**src/hvcc_to_annexb_converter_macros.svh**
```systemverilog
// ----------------------------------------------------------------------------
// hvcc to annex b converter assertion macros
// concurrent assertion wrappers, empty when synthesizing
// ----------------------------------------------------------------------------
`ifndef HVCC_TO_ANNEXB_CONVERTER_MACROS_SVH
`define HVCC_TO_ANNEXB_CONVERTER_MACROS_SVH

`ifndef SYNTHESIS
// property must hold at every clock edge outside reset
`define HVCC_ASSERT(lbl, clk, rst_n, prop, msg) \
	lbl: assert property (@(posedge clk) disable iff (!rst_n) (prop)) else $error(msg);
// consequent must hold in the cycle after the antecedent
`define HVCC_ASSERT_NEXT(lbl, clk, rst_n, ante, cons, msg) \
	lbl: assert property (@(posedge clk) disable iff (!rst_n) (ante) |=> (cons)) \
		else $error(msg);
`else
`define HVCC_ASSERT(lbl, clk, rst_n, prop, msg)
`define HVCC_ASSERT_NEXT(lbl, clk, rst_n, ante, cons, msg)
`endif

`endif

```
**src/hvcc_pkg.sv**
```systemverilog
// ----------------------------------------------------------------------------
// hvcc_pkg
// shared types and constants of the hvcc to annex b converter
// ----------------------------------------------------------------------------
`timescale 1ns / 1ps

package hvcc_pkg;

	localparam int COUNT_BITS_DEF = 20;
	localparam int CAP_BITS       = 20;
	localparam logic [CAP_BITS-1:0] CAP_RESET = 20'hFFFFF;

	// record layout
	localparam int HDR_LEN      = 23;
	localparam int HDR_LSZ_POS  = 21;
	localparam int HDR_CNT_POS  = HDR_LEN - 1;
	localparam int SHORT_MAX    = 3;
	localparam logic [1:0] LSZ_MASK = 2'h3;
	localparam int START_LEN    = 4;

	// status codes
	localparam logic [2:0] ST_OK        = 3'd0;
	localparam logic [2:0] ST_NOT_LP    = 3'd1;
	localparam logic [2:0] ST_HDR_SHORT = 3'd2;
	localparam logic [2:0] ST_ARR_TRUNC = 3'd3;
	localparam logic [2:0] ST_LEN_TRUNC = 3'd4;
	localparam logic [2:0] ST_NAL_TRUNC = 3'd5;
	localparam logic [2:0] ST_OVERFLOW  = 3'd6;

	// command queue between parser and emitter
	localparam int QUEUE_DEPTH = 4;
	localparam int QPTR_BITS   = $clog2(QUEUE_DEPTH);

	typedef struct packed {
		logic                emit_start;
		logic                emit_data;
		logic [7:0]          data;
		logic                emit_status;
		logic [2:0]          code;
		logic [CAP_BITS-1:0] total;
		logic [2:0]          lsz;
	} cmd_t;

	typedef struct packed {
		logic push;
		logic full;
	} q_ctl_t;

endpackage

```
**src/hvcc_to_annexb_converter.sv**
```systemverilog
// ----------------------------------------------------------------------------
// hvcc_to_annexb_converter
// converts an hvcc configuration record into an annex b byte stream
// ----------------------------------------------------------------------------
// input channel: one record byte per transfer on in_valid/in_ready, in_last
// on the final byte. output channel: out_valid/out_ready items, each either
// an annex b byte (is_status 0) or the closing status item (is_status 1,
// last 1) with the error code, byte count and length-field size.
// one input byte is taken per cycle while the queue is not full; a nal length
// that completes expands to four start code bytes, which the emitter sends
// while the parser runs ahead into a four-entry command queue. payload bytes
// flow at one per cycle while the receiver keeps up. with the queue empty, an
// item is written into a queue entry when its byte is transferred and then
// into the output register. when the receiver stalls, the output register
// holds and the queue fills; in_ready drops only when the queue is full.
// out_capacity is written over the apb port at any address with paddr[2] low.
// reset empties the queue, clears the parser and sets out_capacity to its
// largest value; no clearing pass is needed.
// ----------------------------------------------------------------------------
`timescale 1ns / 1ps

module hvcc_to_annexb_converter #(
	parameter int COUNT_BITS = hvcc_pkg::COUNT_BITS_DEF
) (
	input  logic                          clk,
	input  logic                          arst_n,
	input  logic                          psel,
	input  logic                          penable,
	input  logic                          pwrite,
	input  logic [2:0]                    paddr,
	input  logic [31:0]                   pwdata,
	output logic [31:0]                   prdata,
	output logic                          pready,
	input  logic                          in_valid,
	output logic                          in_ready,
	input  logic [7:0]                    in_byte,
	input  logic                          in_last,
	output logic                          out_valid,
	input  logic                          out_ready,
	output logic [7:0]                    out_byte,
	output logic                          is_status,
	output logic [2:0]                    status,
	output logic [hvcc_pkg::CAP_BITS-1:0] total_bytes,
	output logic [2:0]                    length_field_size,
	output logic                          last
);
	import hvcc_pkg::*;

	logic [CAP_BITS-1:0] cap_q;
	q_ctl_t              q_ctl;
	cmd_t                wr_cmd, head;
	logic                q_full, q_empty, pop;

	assign pready = 1'b1;
	assign prdata = (paddr[2] == 1'b0) ? {{(32-CAP_BITS){1'b0}}, cap_q} : 32'd0;

	always_ff @(posedge clk or negedge arst_n) begin
		if (!arst_n) begin
			cap_q <= CAP_RESET;
		end else if (psel && penable && pwrite && pready && paddr[2] == 1'b0) begin
			cap_q <= pwdata[CAP_BITS-1:0];
		end
	end

	hvcc_parse #(
		.COUNT_BITS(COUNT_BITS)
	) u_parse (
		.clk          (clk),
		.arst_n       (arst_n),
		.in_valid     (in_valid),
		.in_ready     (in_ready),
		.in_byte      (in_byte),
		.in_last      (in_last),
		.out_capacity (cap_q),
		.q_ctl        (q_ctl),
		.q_full       (q_full),
		.cmd          (wr_cmd)
	);

	hvcc_queue u_queue (
		.clk    (clk),
		.arst_n (arst_n),
		.q_ctl  (q_ctl),
		.wr_cmd (wr_cmd),
		.pop    (pop),
		.full   (q_full),
		.empty  (q_empty),
		.head   (head)
	);

	hvcc_emit u_emit (
		.clk               (clk),
		.arst_n            (arst_n),
		.empty             (q_empty),
		.head              (head),
		.pop               (pop),
		.out_valid         (out_valid),
		.out_ready         (out_ready),
		.out_byte          (out_byte),
		.is_status         (is_status),
		.status            (status),
		.total_bytes       (total_bytes),
		.length_field_size (length_field_size),
		.last              (last)
	);

endmodule

```
**src/hvcc_parse.sv**
```systemverilog
// ----------------------------------------------------------------------------
// hvcc_parse
// walks the hvcc record one byte per transfer and queues emit commands
// ----------------------------------------------------------------------------
`timescale 1ns / 1ps

module hvcc_parse #(
	parameter int COUNT_BITS = hvcc_pkg::COUNT_BITS_DEF
) (
	input  logic                          clk,
	input  logic                          arst_n,
	input  logic                          in_valid,
	output logic                          in_ready,
	input  logic [7:0]                    in_byte,
	input  logic                          in_last,
	input  logic [hvcc_pkg::CAP_BITS-1:0] out_capacity,
	output hvcc_pkg::q_ctl_t              q_ctl,
	input  logic                          q_full,
	output hvcc_pkg::cmd_t                cmd
);
	import hvcc_pkg::*;

	localparam int SW = ((COUNT_BITS > CAP_BITS) ? COUNT_BITS : CAP_BITS) + 1;

	typedef enum logic [3:0] {
		PH_HDR, PH_ARR, PH_LEN, PH_PAY, PH_SKIP, PH_DONE, PH_ERR
	} phase_t;

	phase_t                phase_q, phase_n;
	logic [4:0]            hpos_q, hpos_n;
	logic [15:0]           first_q, first_n;
	logic [7:0]            arrays_q, arrays_n;
	logic [15:0]           nals_q, nals_n;
	logic [15:0]           payload_q, payload_n;
	logic [7:0]            hold_q, hold_n;
	logic [COUNT_BITS-1:0] count_q, count_n;
	logic [2:0]            lsz_q, lsz_n;
	logic [2:0]            err_q, err_n;

	logic                  accept;
	logic                  emit_start, emit_data;
	logic [2:0]            code;
	logic [15:0]           len;
	logic [15:0]           nals_dec;
	logic [SW-1:0]         need, cap, cnt_mask;

	assign in_ready = !q_full;
	assign accept   = in_valid && in_ready;
	assign len      = {hold_q, in_byte};
	assign nals_dec = nals_q - 16'd1;
	assign cnt_mask = SW'({COUNT_BITS{1'b1}});
	assign cap      = (SW'(out_capacity) > cnt_mask) ? cnt_mask : SW'(out_capacity);
	assign need     = SW'(count_q) + SW'(START_LEN) + SW'(len);

	always_comb begin
		phase_n    = phase_q;
		hpos_n     = hpos_q;
		first_n    = first_q;
		arrays_n   = arrays_q;
		nals_n     = nals_q;
		payload_n  = payload_q;
		hold_n     = hold_q;
		count_n    = count_q;
		lsz_n      = lsz_q;
		err_n      = err_q;
		emit_start = 1'b0;
		emit_data  = 1'b0;
		code       = ST_OK;
		if (accept) begin
			case (phase_q)
				PH_HDR: begin
					if (hpos_q < 5'd2) first_n = {first_q[7:0], in_byte};
					if (hpos_q == 5'd2 && first_q == 16'd0 && in_byte <= 8'd1) begin
						phase_n = PH_ERR;
						err_n   = ST_NOT_LP;
					end else begin
						if (hpos_q == 5'(HDR_LSZ_POS)) lsz_n = {1'b0, in_byte[1:0] & LSZ_MASK} + 3'd1;
						if (hpos_q == 5'(HDR_CNT_POS)) begin
							arrays_n = in_byte;
							phase_n  = (in_byte != 8'd0) ? PH_ARR : PH_DONE;
							hpos_n   = 5'd0;
						end else begin
							hpos_n = hpos_q + 5'd1;
						end
					end
				end
				PH_ARR: begin
					if (hpos_q == 5'd1) begin
						hold_n = in_byte;
						hpos_n = 5'd2;
					end else if (hpos_q == 5'd2) begin
						nals_n   = len;
						arrays_n = arrays_q - 8'd1;
						hpos_n   = 5'd0;
						if (len != 16'd0) phase_n = PH_LEN;
						else phase_n = (arrays_n != 8'd0) ? PH_ARR : PH_DONE;
					end else begin
						// array type byte is skipped
						hpos_n = 5'd1;
					end
				end
				PH_LEN: begin
					if (hpos_q == 5'd0) begin
						hold_n = in_byte;
						hpos_n = 5'd1;
					end else begin
						payload_n = len;
						if (need > cap) begin
							if (len == 16'd0) begin
								phase_n = PH_ERR;
								err_n   = ST_OVERFLOW;
							end else begin
								phase_n = PH_SKIP;
							end
						end else begin
							emit_start = 1'b1;
							count_n    = count_q + COUNT_BITS'(START_LEN);
							if (len != 16'd0) begin
								phase_n = PH_PAY;
							end else begin
								nals_n = nals_dec;
								hpos_n = 5'd0;
								if (nals_dec != 16'd0) phase_n = PH_LEN;
								else phase_n = (arrays_q != 8'd0) ? PH_ARR : PH_DONE;
							end
						end
					end
				end
				PH_PAY: begin
					emit_data = 1'b1;
					count_n   = count_q + COUNT_BITS'(1);
					payload_n = payload_q - 16'd1;
					if (payload_n == 16'd0) begin
						nals_n = nals_dec;
						hpos_n = 5'd0;
						if (nals_dec != 16'd0) phase_n = PH_LEN;
						else phase_n = (arrays_q != 8'd0) ? PH_ARR : PH_DONE;
					end
				end
				PH_SKIP: begin
					// payload of an overflowing nal is dropped
					payload_n = payload_q - 16'd1;
					if (payload_n == 16'd0) begin
						phase_n = PH_ERR;
						err_n   = ST_OVERFLOW;
					end
				end
				default: begin
				end
			endcase

			case (phase_n)
				PH_ERR:  code = err_n;
				PH_HDR:  code = (hpos_n <= 5'(SHORT_MAX)) ? ST_NOT_LP : ST_HDR_SHORT;
				PH_ARR:  code = ST_ARR_TRUNC;
				PH_LEN:  code = ST_LEN_TRUNC;
				PH_PAY:  code = ST_NAL_TRUNC;
				PH_SKIP: code = ST_NAL_TRUNC;
				default: code = ST_OK;
			endcase
		end
	end

	always_comb begin
		cmd.emit_start  = emit_start;
		cmd.emit_data   = emit_data;
		cmd.data        = in_byte;
		cmd.emit_status = in_last;
		cmd.code        = code;
		cmd.total       = (code == ST_OK) ? CAP_BITS'(count_n) : '0;
		cmd.lsz         = lsz_n;
		q_ctl.push      = accept && (emit_start || emit_data || in_last);
		q_ctl.full      = q_full;
	end

	always_ff @(posedge clk or negedge arst_n) begin
		if (!arst_n) begin
			phase_q   <= PH_HDR;
			hpos_q    <= '0;
			first_q   <= '0;
			arrays_q  <= '0;
			nals_q    <= '0;
			payload_q <= '0;
			hold_q    <= '0;
			count_q   <= '0;
			lsz_q     <= '0;
			err_q     <= '0;
		end else if (accept && in_last) begin
			// record done, start over
			phase_q   <= PH_HDR;
			hpos_q    <= '0;
			first_q   <= '0;
			arrays_q  <= '0;
			nals_q    <= '0;
			payload_q <= '0;
			hold_q    <= '0;
			count_q   <= '0;
			lsz_q     <= '0;
			err_q     <= '0;
		end else begin
			phase_q   <= phase_n;
			hpos_q    <= hpos_n;
			first_q   <= first_n;
			arrays_q  <= arrays_n;
			nals_q    <= nals_n;
			payload_q <= payload_n;
			hold_q    <= hold_n;
			count_q   <= count_n;
			lsz_q     <= lsz_n;
			err_q     <= err_n;
		end
	end

endmodule

```
**src/hvcc_queue.sv**
```systemverilog
// ----------------------------------------------------------------------------
// hvcc_queue
// short command queue between the parser and the emitter
// ----------------------------------------------------------------------------
`timescale 1ns / 1ps
`include "hvcc_to_annexb_converter_macros.svh"

module hvcc_queue (
	input  logic             clk,
	input  logic             arst_n,
	input  hvcc_pkg::q_ctl_t q_ctl,
	input  hvcc_pkg::cmd_t   wr_cmd,
	input  logic             pop,
	output logic             full,
	output logic             empty,
	output hvcc_pkg::cmd_t   head
);
	import hvcc_pkg::*;

	cmd_t                 mem_q [QUEUE_DEPTH];
	logic [QPTR_BITS-1:0] wptr_q, rptr_q;
	logic [QPTR_BITS:0]   count_q;

	assign full  = (count_q == (QPTR_BITS+1)'(QUEUE_DEPTH));
	assign empty = (count_q == '0);
	assign head  = mem_q[rptr_q];

	always_ff @(posedge clk) begin
		if (q_ctl.push) mem_q[wptr_q] <= wr_cmd;
	end

	always_ff @(posedge clk or negedge arst_n) begin
		if (!arst_n) begin
			wptr_q  <= '0;
			rptr_q  <= '0;
			count_q <= '0;
		end else begin
			if (q_ctl.push) wptr_q <= wptr_q + 1'b1;
			if (pop) rptr_q <= rptr_q + 1'b1;
			if (q_ctl.push && !pop) count_q <= count_q + 1'b1;
			else if (pop && !q_ctl.push) count_q <= count_q - 1'b1;
		end
	end

	`HVCC_ASSERT(a_no_push_full, clk, arst_n, !(q_ctl.push && full), "push into full queue")
	`HVCC_ASSERT(a_no_pop_empty, clk, arst_n, !(pop && empty), "pop from empty queue")
	`HVCC_ASSERT_NEXT(a_count_drop, clk, arst_n, pop && !q_ctl.push, count_q == $past(count_q) - 1'b1, "count did not drop on pop")
	`HVCC_ASSERT(a_count_range, clk, arst_n, count_q <= (QPTR_BITS+1)'(QUEUE_DEPTH), "queue count past depth")
	`HVCC_ASSERT(a_full_agree, clk, arst_n, q_ctl.full == full, "full flag seen by parser disagrees")

endmodule

```
**src/hvcc_emit.sv**
```systemverilog
// ----------------------------------------------------------------------------
// hvcc_emit
// expands queued commands into start code, payload and status items
// ----------------------------------------------------------------------------
`timescale 1ns / 1ps

module hvcc_emit (
	input  logic                          clk,
	input  logic                          arst_n,
	input  logic                          empty,
	input  hvcc_pkg::cmd_t                head,
	output logic                          pop,
	output logic                          out_valid,
	input  logic                          out_ready,
	output logic [7:0]                    out_byte,
	output logic                          is_status,
	output logic [2:0]                    status,
	output logic [hvcc_pkg::CAP_BITS-1:0] total_bytes,
	output logic [2:0]                    length_field_size,
	output logic                          last
);
	import hvcc_pkg::*;

	logic [2:0] sub_q;
	logic [2:0] nbody, nitems;
	logic       take, last_item, body;

	assign nbody     = head.emit_start ? 3'(START_LEN) : (head.emit_data ? 3'd1 : 3'd0);
	assign nitems    = nbody + {2'b0, head.emit_status};
	assign take      = !empty && (!out_valid || out_ready);
	assign last_item = (sub_q + 3'd1 == nitems);
	assign body      = (sub_q < nbody);
	assign pop       = take && last_item;

	always_ff @(posedge clk or negedge arst_n) begin
		if (!arst_n) begin
			out_valid <= 1'b0;
			sub_q     <= '0;
		end else if (take) begin
			out_valid <= 1'b1;
			sub_q     <= last_item ? 3'd0 : sub_q + 3'd1;
		end else if (out_ready) begin
			out_valid <= 1'b0;
		end
	end

	always_ff @(posedge clk) begin
		if (take) begin
			if (body) begin
				// start code is 00 00 00 01
				if (head.emit_start) out_byte <= (sub_q == 3'(START_LEN - 1)) ? 8'd1 : 8'd0;
				else out_byte <= head.data;
				is_status         <= 1'b0;
				status            <= ST_OK;
				total_bytes       <= '0;
				length_field_size <= '0;
				last              <= 1'b0;
			end else begin
				out_byte          <= 8'd0;
				is_status         <= 1'b1;
				status            <= head.code;
				total_bytes       <= head.total;
				length_field_size <= head.lsz;
				last              <= 1'b1;
			end
		end
	end

endmodule

```
**config.mk**
```make
export PLATFORM = sky130hd
export DESIGN_NAME = hvcc_to_annexb_converter
export DESIGN_NICKNAME = d
export VERILOG_FILES = /design/src/hvcc_pkg.sv /design/src/hvcc_to_annexb_converter.sv /design/src/hvcc_parse.sv /design/src/hvcc_queue.sv /design/src/hvcc_emit.sv
export VERILOG_INCLUDE_DIRS = /design/src /design/src/src
export SDC_FILE = /design/constraint.sdc
export NUM_CORES = 1
export LEC_CHECK = 0
export ABC_AREA = 1
export BUFFER_PORTS_ARGS = -buffer_cell sky130_fd_sc_hd__buf_4
export CORE_MARGIN = 3
export CORE_UTILIZATION = 30
export CTS_BUF_LIST = sky130_fd_sc_hd__clkbuf_16
export CTS_CLUSTER_DIAMETER = 40
export CTS_CLUSTER_SIZE = 14
export DETAILED_ROUTE_END_ITERATION = 16
export PLACE_DENSITY = 0.53
export REMOVE_ABC_BUFFERS = 1
export SKIP_LAST_GASP = 1
export SLEW_MARGIN = 25
export SYNTH_ARGS = -nofsm -noshare
export SYNTH_HDL_FRONTEND = slang
export SYNTH_HIERARCHICAL = 1
export SYNTH_SLANG_ARGS = --single-unit
```
**constraint.sdc**
```tcl
create_clock -name clk -period 7.41 [get_ports clk]
set_input_delay 1.482 -clock clk [delete_from_list [all_inputs] [get_ports clk]]
set_output_delay 1.482 -clock clk [all_outputs]
set_load 0.01 [all_outputs]
```
==> impl_metrics.csv <==
group,metric,value,unit
status,status,"finished clean",
global_route,grt_pass1_vias,14000,
setup_path,required,7.74,ns
clock_network,path_clk_slew,0.05,ns
clock_network,cts_resized,0,
timing,slew_headroom,0.338,
routing,vias_per_cell,4.71,
setup_path,rr_startpoint,"u_parse/count_q[2]",
timing,holdWs,0.467,ns
finish,n_antenna_cell,0,
timing,tightest_slew,0.990,ns
timing,skew,0.0365,ns
flow_run,cap_viol_max_count,0,
finish,design_area,21400,sq um
clock_network,cts_buffers,54,
power,cellLeakagePower,9.56,nW
synthesis,yosysWarnings,6,
timing,setup-violations-final,0,
placement,dpl_cell_area,19600,sq um
finish,nets,2315,
clock_network,insertion_delay,0.61,ns
routing,wl_per_cell,15.9,um
routing,via_count,14100,
setup_path,r2r_slack,1.69,ns
routing,first_iter_violations,901,
floorplan,start_util,0.306,
floorplan,die_h,253,um
power,vdd_ir_drop_max,0.220,mV
worst_hold_path,hold_class,"reg -> reg",
global_route,grt_max_degree,84,
setup_path,cpMostUsedCell,"nand2_1",
clock_network,clk_path_buf_depth,3,
floorplan,fp.dieW,253,um
setup_path,worstPathArrival,6.71,ns
routing,drt_wl_total,47.7,mm
global_route,grtUsageTotal,0.150,
finish,areaGrowthSynthToFinish,17.4,%
setup_path,path_class,"in -> reg",
timing,fin_tns_setup,0,ns
clock_network,htreeDepth,2,
setup_path,cp_max_fo,10,
global_route,grt-ovfl-total,0,
clock_network,cts-hold-fix-buffers,0,
routing,dr.pass1.iters,5,
timing,max_freq,157,MHz
routing,ant_nets,0,
setup_path,ff2ff_path_depth,36,
worst_hold_path,whs_endpoint,"cap_q[16]",
finish,final_core_util,0.359,
setup_path,end_kind,"register",
synthesis,avgSynthCellArea,8.69,sq um
power,power,0.00810,W
setup_path,start_kind,"input port",
setup_path,slowest_delay,0.31,ns
setup_path,cp_top_family,"simple AND/OR/NAND/NOR gates",
floorplan,coreArea,59600,sq um
setup_path,slowest_stage,"ha_1",
timing,finalCritPeriodShare,0.861,
power,p_per_area,379,nW/um^2
placement,dp_hpwl,33.1,mm
clock_network,cts_root_buf,"clkbuf_16",
floorplan,rows,89,
setup_path,path_buf_inv,4,
worst_hold_path,hold_depth,2,
global_route,grt_pass1_wl,76.4,mm
clock_network,post_cts_buffers,0,
synthesis,synth_area,18200,sq um
placement,io_buffers,94,
clock_network,cts_sinks,313,
worst_hold_path,min-delay-start,"cap_q[16]",
placement,gp_congestion,0.880,
floorplan,die-area,63800,sq um
timing,grt_setup_unrepaired,"no",
floorplan,io_pins,122,
timing,final_hold_viol_count,0,
routing,drc,0,
clock_network,cts_tree,"done",
timing,slew_violations,0,
finish,fill_cells,6056,
synthesis,syn_inst,2098,
setup_path,r2r-end,"u_queue/mem_q[1][18]",
timing,period_needed,6.38,ns
finish,layout-drive-gt1-share,0.150,
global_route,antenna_found_initial,0,
## state kept, by name (all words and copies together), names as in the netlist, 8 cells and up
| name | count |
|---|---|
| u_queue/mem_q | 148 |
| u_parse/count_q | 20 |
| u_parse/first_q | 16 |
| u_parse/hold_q | 8 |
| u_parse/arrays_q | 8 |
| u_parse/payload_q | 16 |
| u_parse/nals_q | 16 |
| u_emit/out_byte | 8 |
| cap_q | 20 |
| u_emit/total_bytes | 20 |
## placed cells by master, fill, tap and decap left out, types with 56 or more instances in the layout
cell / n
buf_4: 113
dfrtp_1: 109
nor2_1: 179
ha_1: 76
clkbuf_16: 56
inv_1: 312
nand2_1: 477
nand3_1: 108
o211ai_1: 84
o21ai_0: 114
edfxtp_1: 183
## worst max-delay path by stage
stage / startpoint / slack, ns / cells after the start / to
after global routing: in_byte[2] / 0.52 / 36 / u_queue/mem_q[1][18]
after CTS: in_byte[2] / 1.05 / 36 / u_queue/mem_q[1][18]
final: in_byte[2] / 1.03 / 36 / u_queue/mem_q[1][18]
after global placement: in_byte[2] / 0.52 / 37 / u_queue/count_q[2]
after floorplan: in_byte[1] / 0.91 / 29 / u_queue/mem_q[1][0]
after detailed placement: in_byte[2] / 0.45 / 36 / u_queue/mem_q[2][18]
## metrics by stage
step,worst slack (ns),std cells
6_report,1.03,3005
2_1_floorplan,0.912,2011
5_1_grt,0.525,3005
4_1_cts,1.05,3005
3_3_place_gp,0.523,2903
3_5_place_dp,0.453,2903
## worst min-delay path, stage by stage, from the launching register on
cell	delay, ns
dfstp_2	0.37
nand2_1	0.05
nand2_1	0.04
## power by group
part	internal [W]	switching, W	total [W]
clock	0.00150	0.000931	0.00243
combinational	0.00105	0.00191	0.00297
sequential	0.00236	0.000340	0.00270
## final cells by class
type	instances	area, sq um	share of cell area
clock inverters	46	407	0.0190
flip-flops and latches	313	8780	0.410
clock buffers	56	1400	0.0655
repair buffers	119	960	0.0448
multi-input cells	1379	7690	0.359
well taps	773	967	0.0452
inverters	319	1200	0.0561
## layer usage
metal	GRT usage	share of wire	up-vias
li1	-	-	7113
met1	0.198	0.46	6644
met2	0.252	0.47	318
met3	0.0284	0.050	74
met4	0.0432	0.024	0
met5	0	0	-
Power figures use the tool's default switching activity.
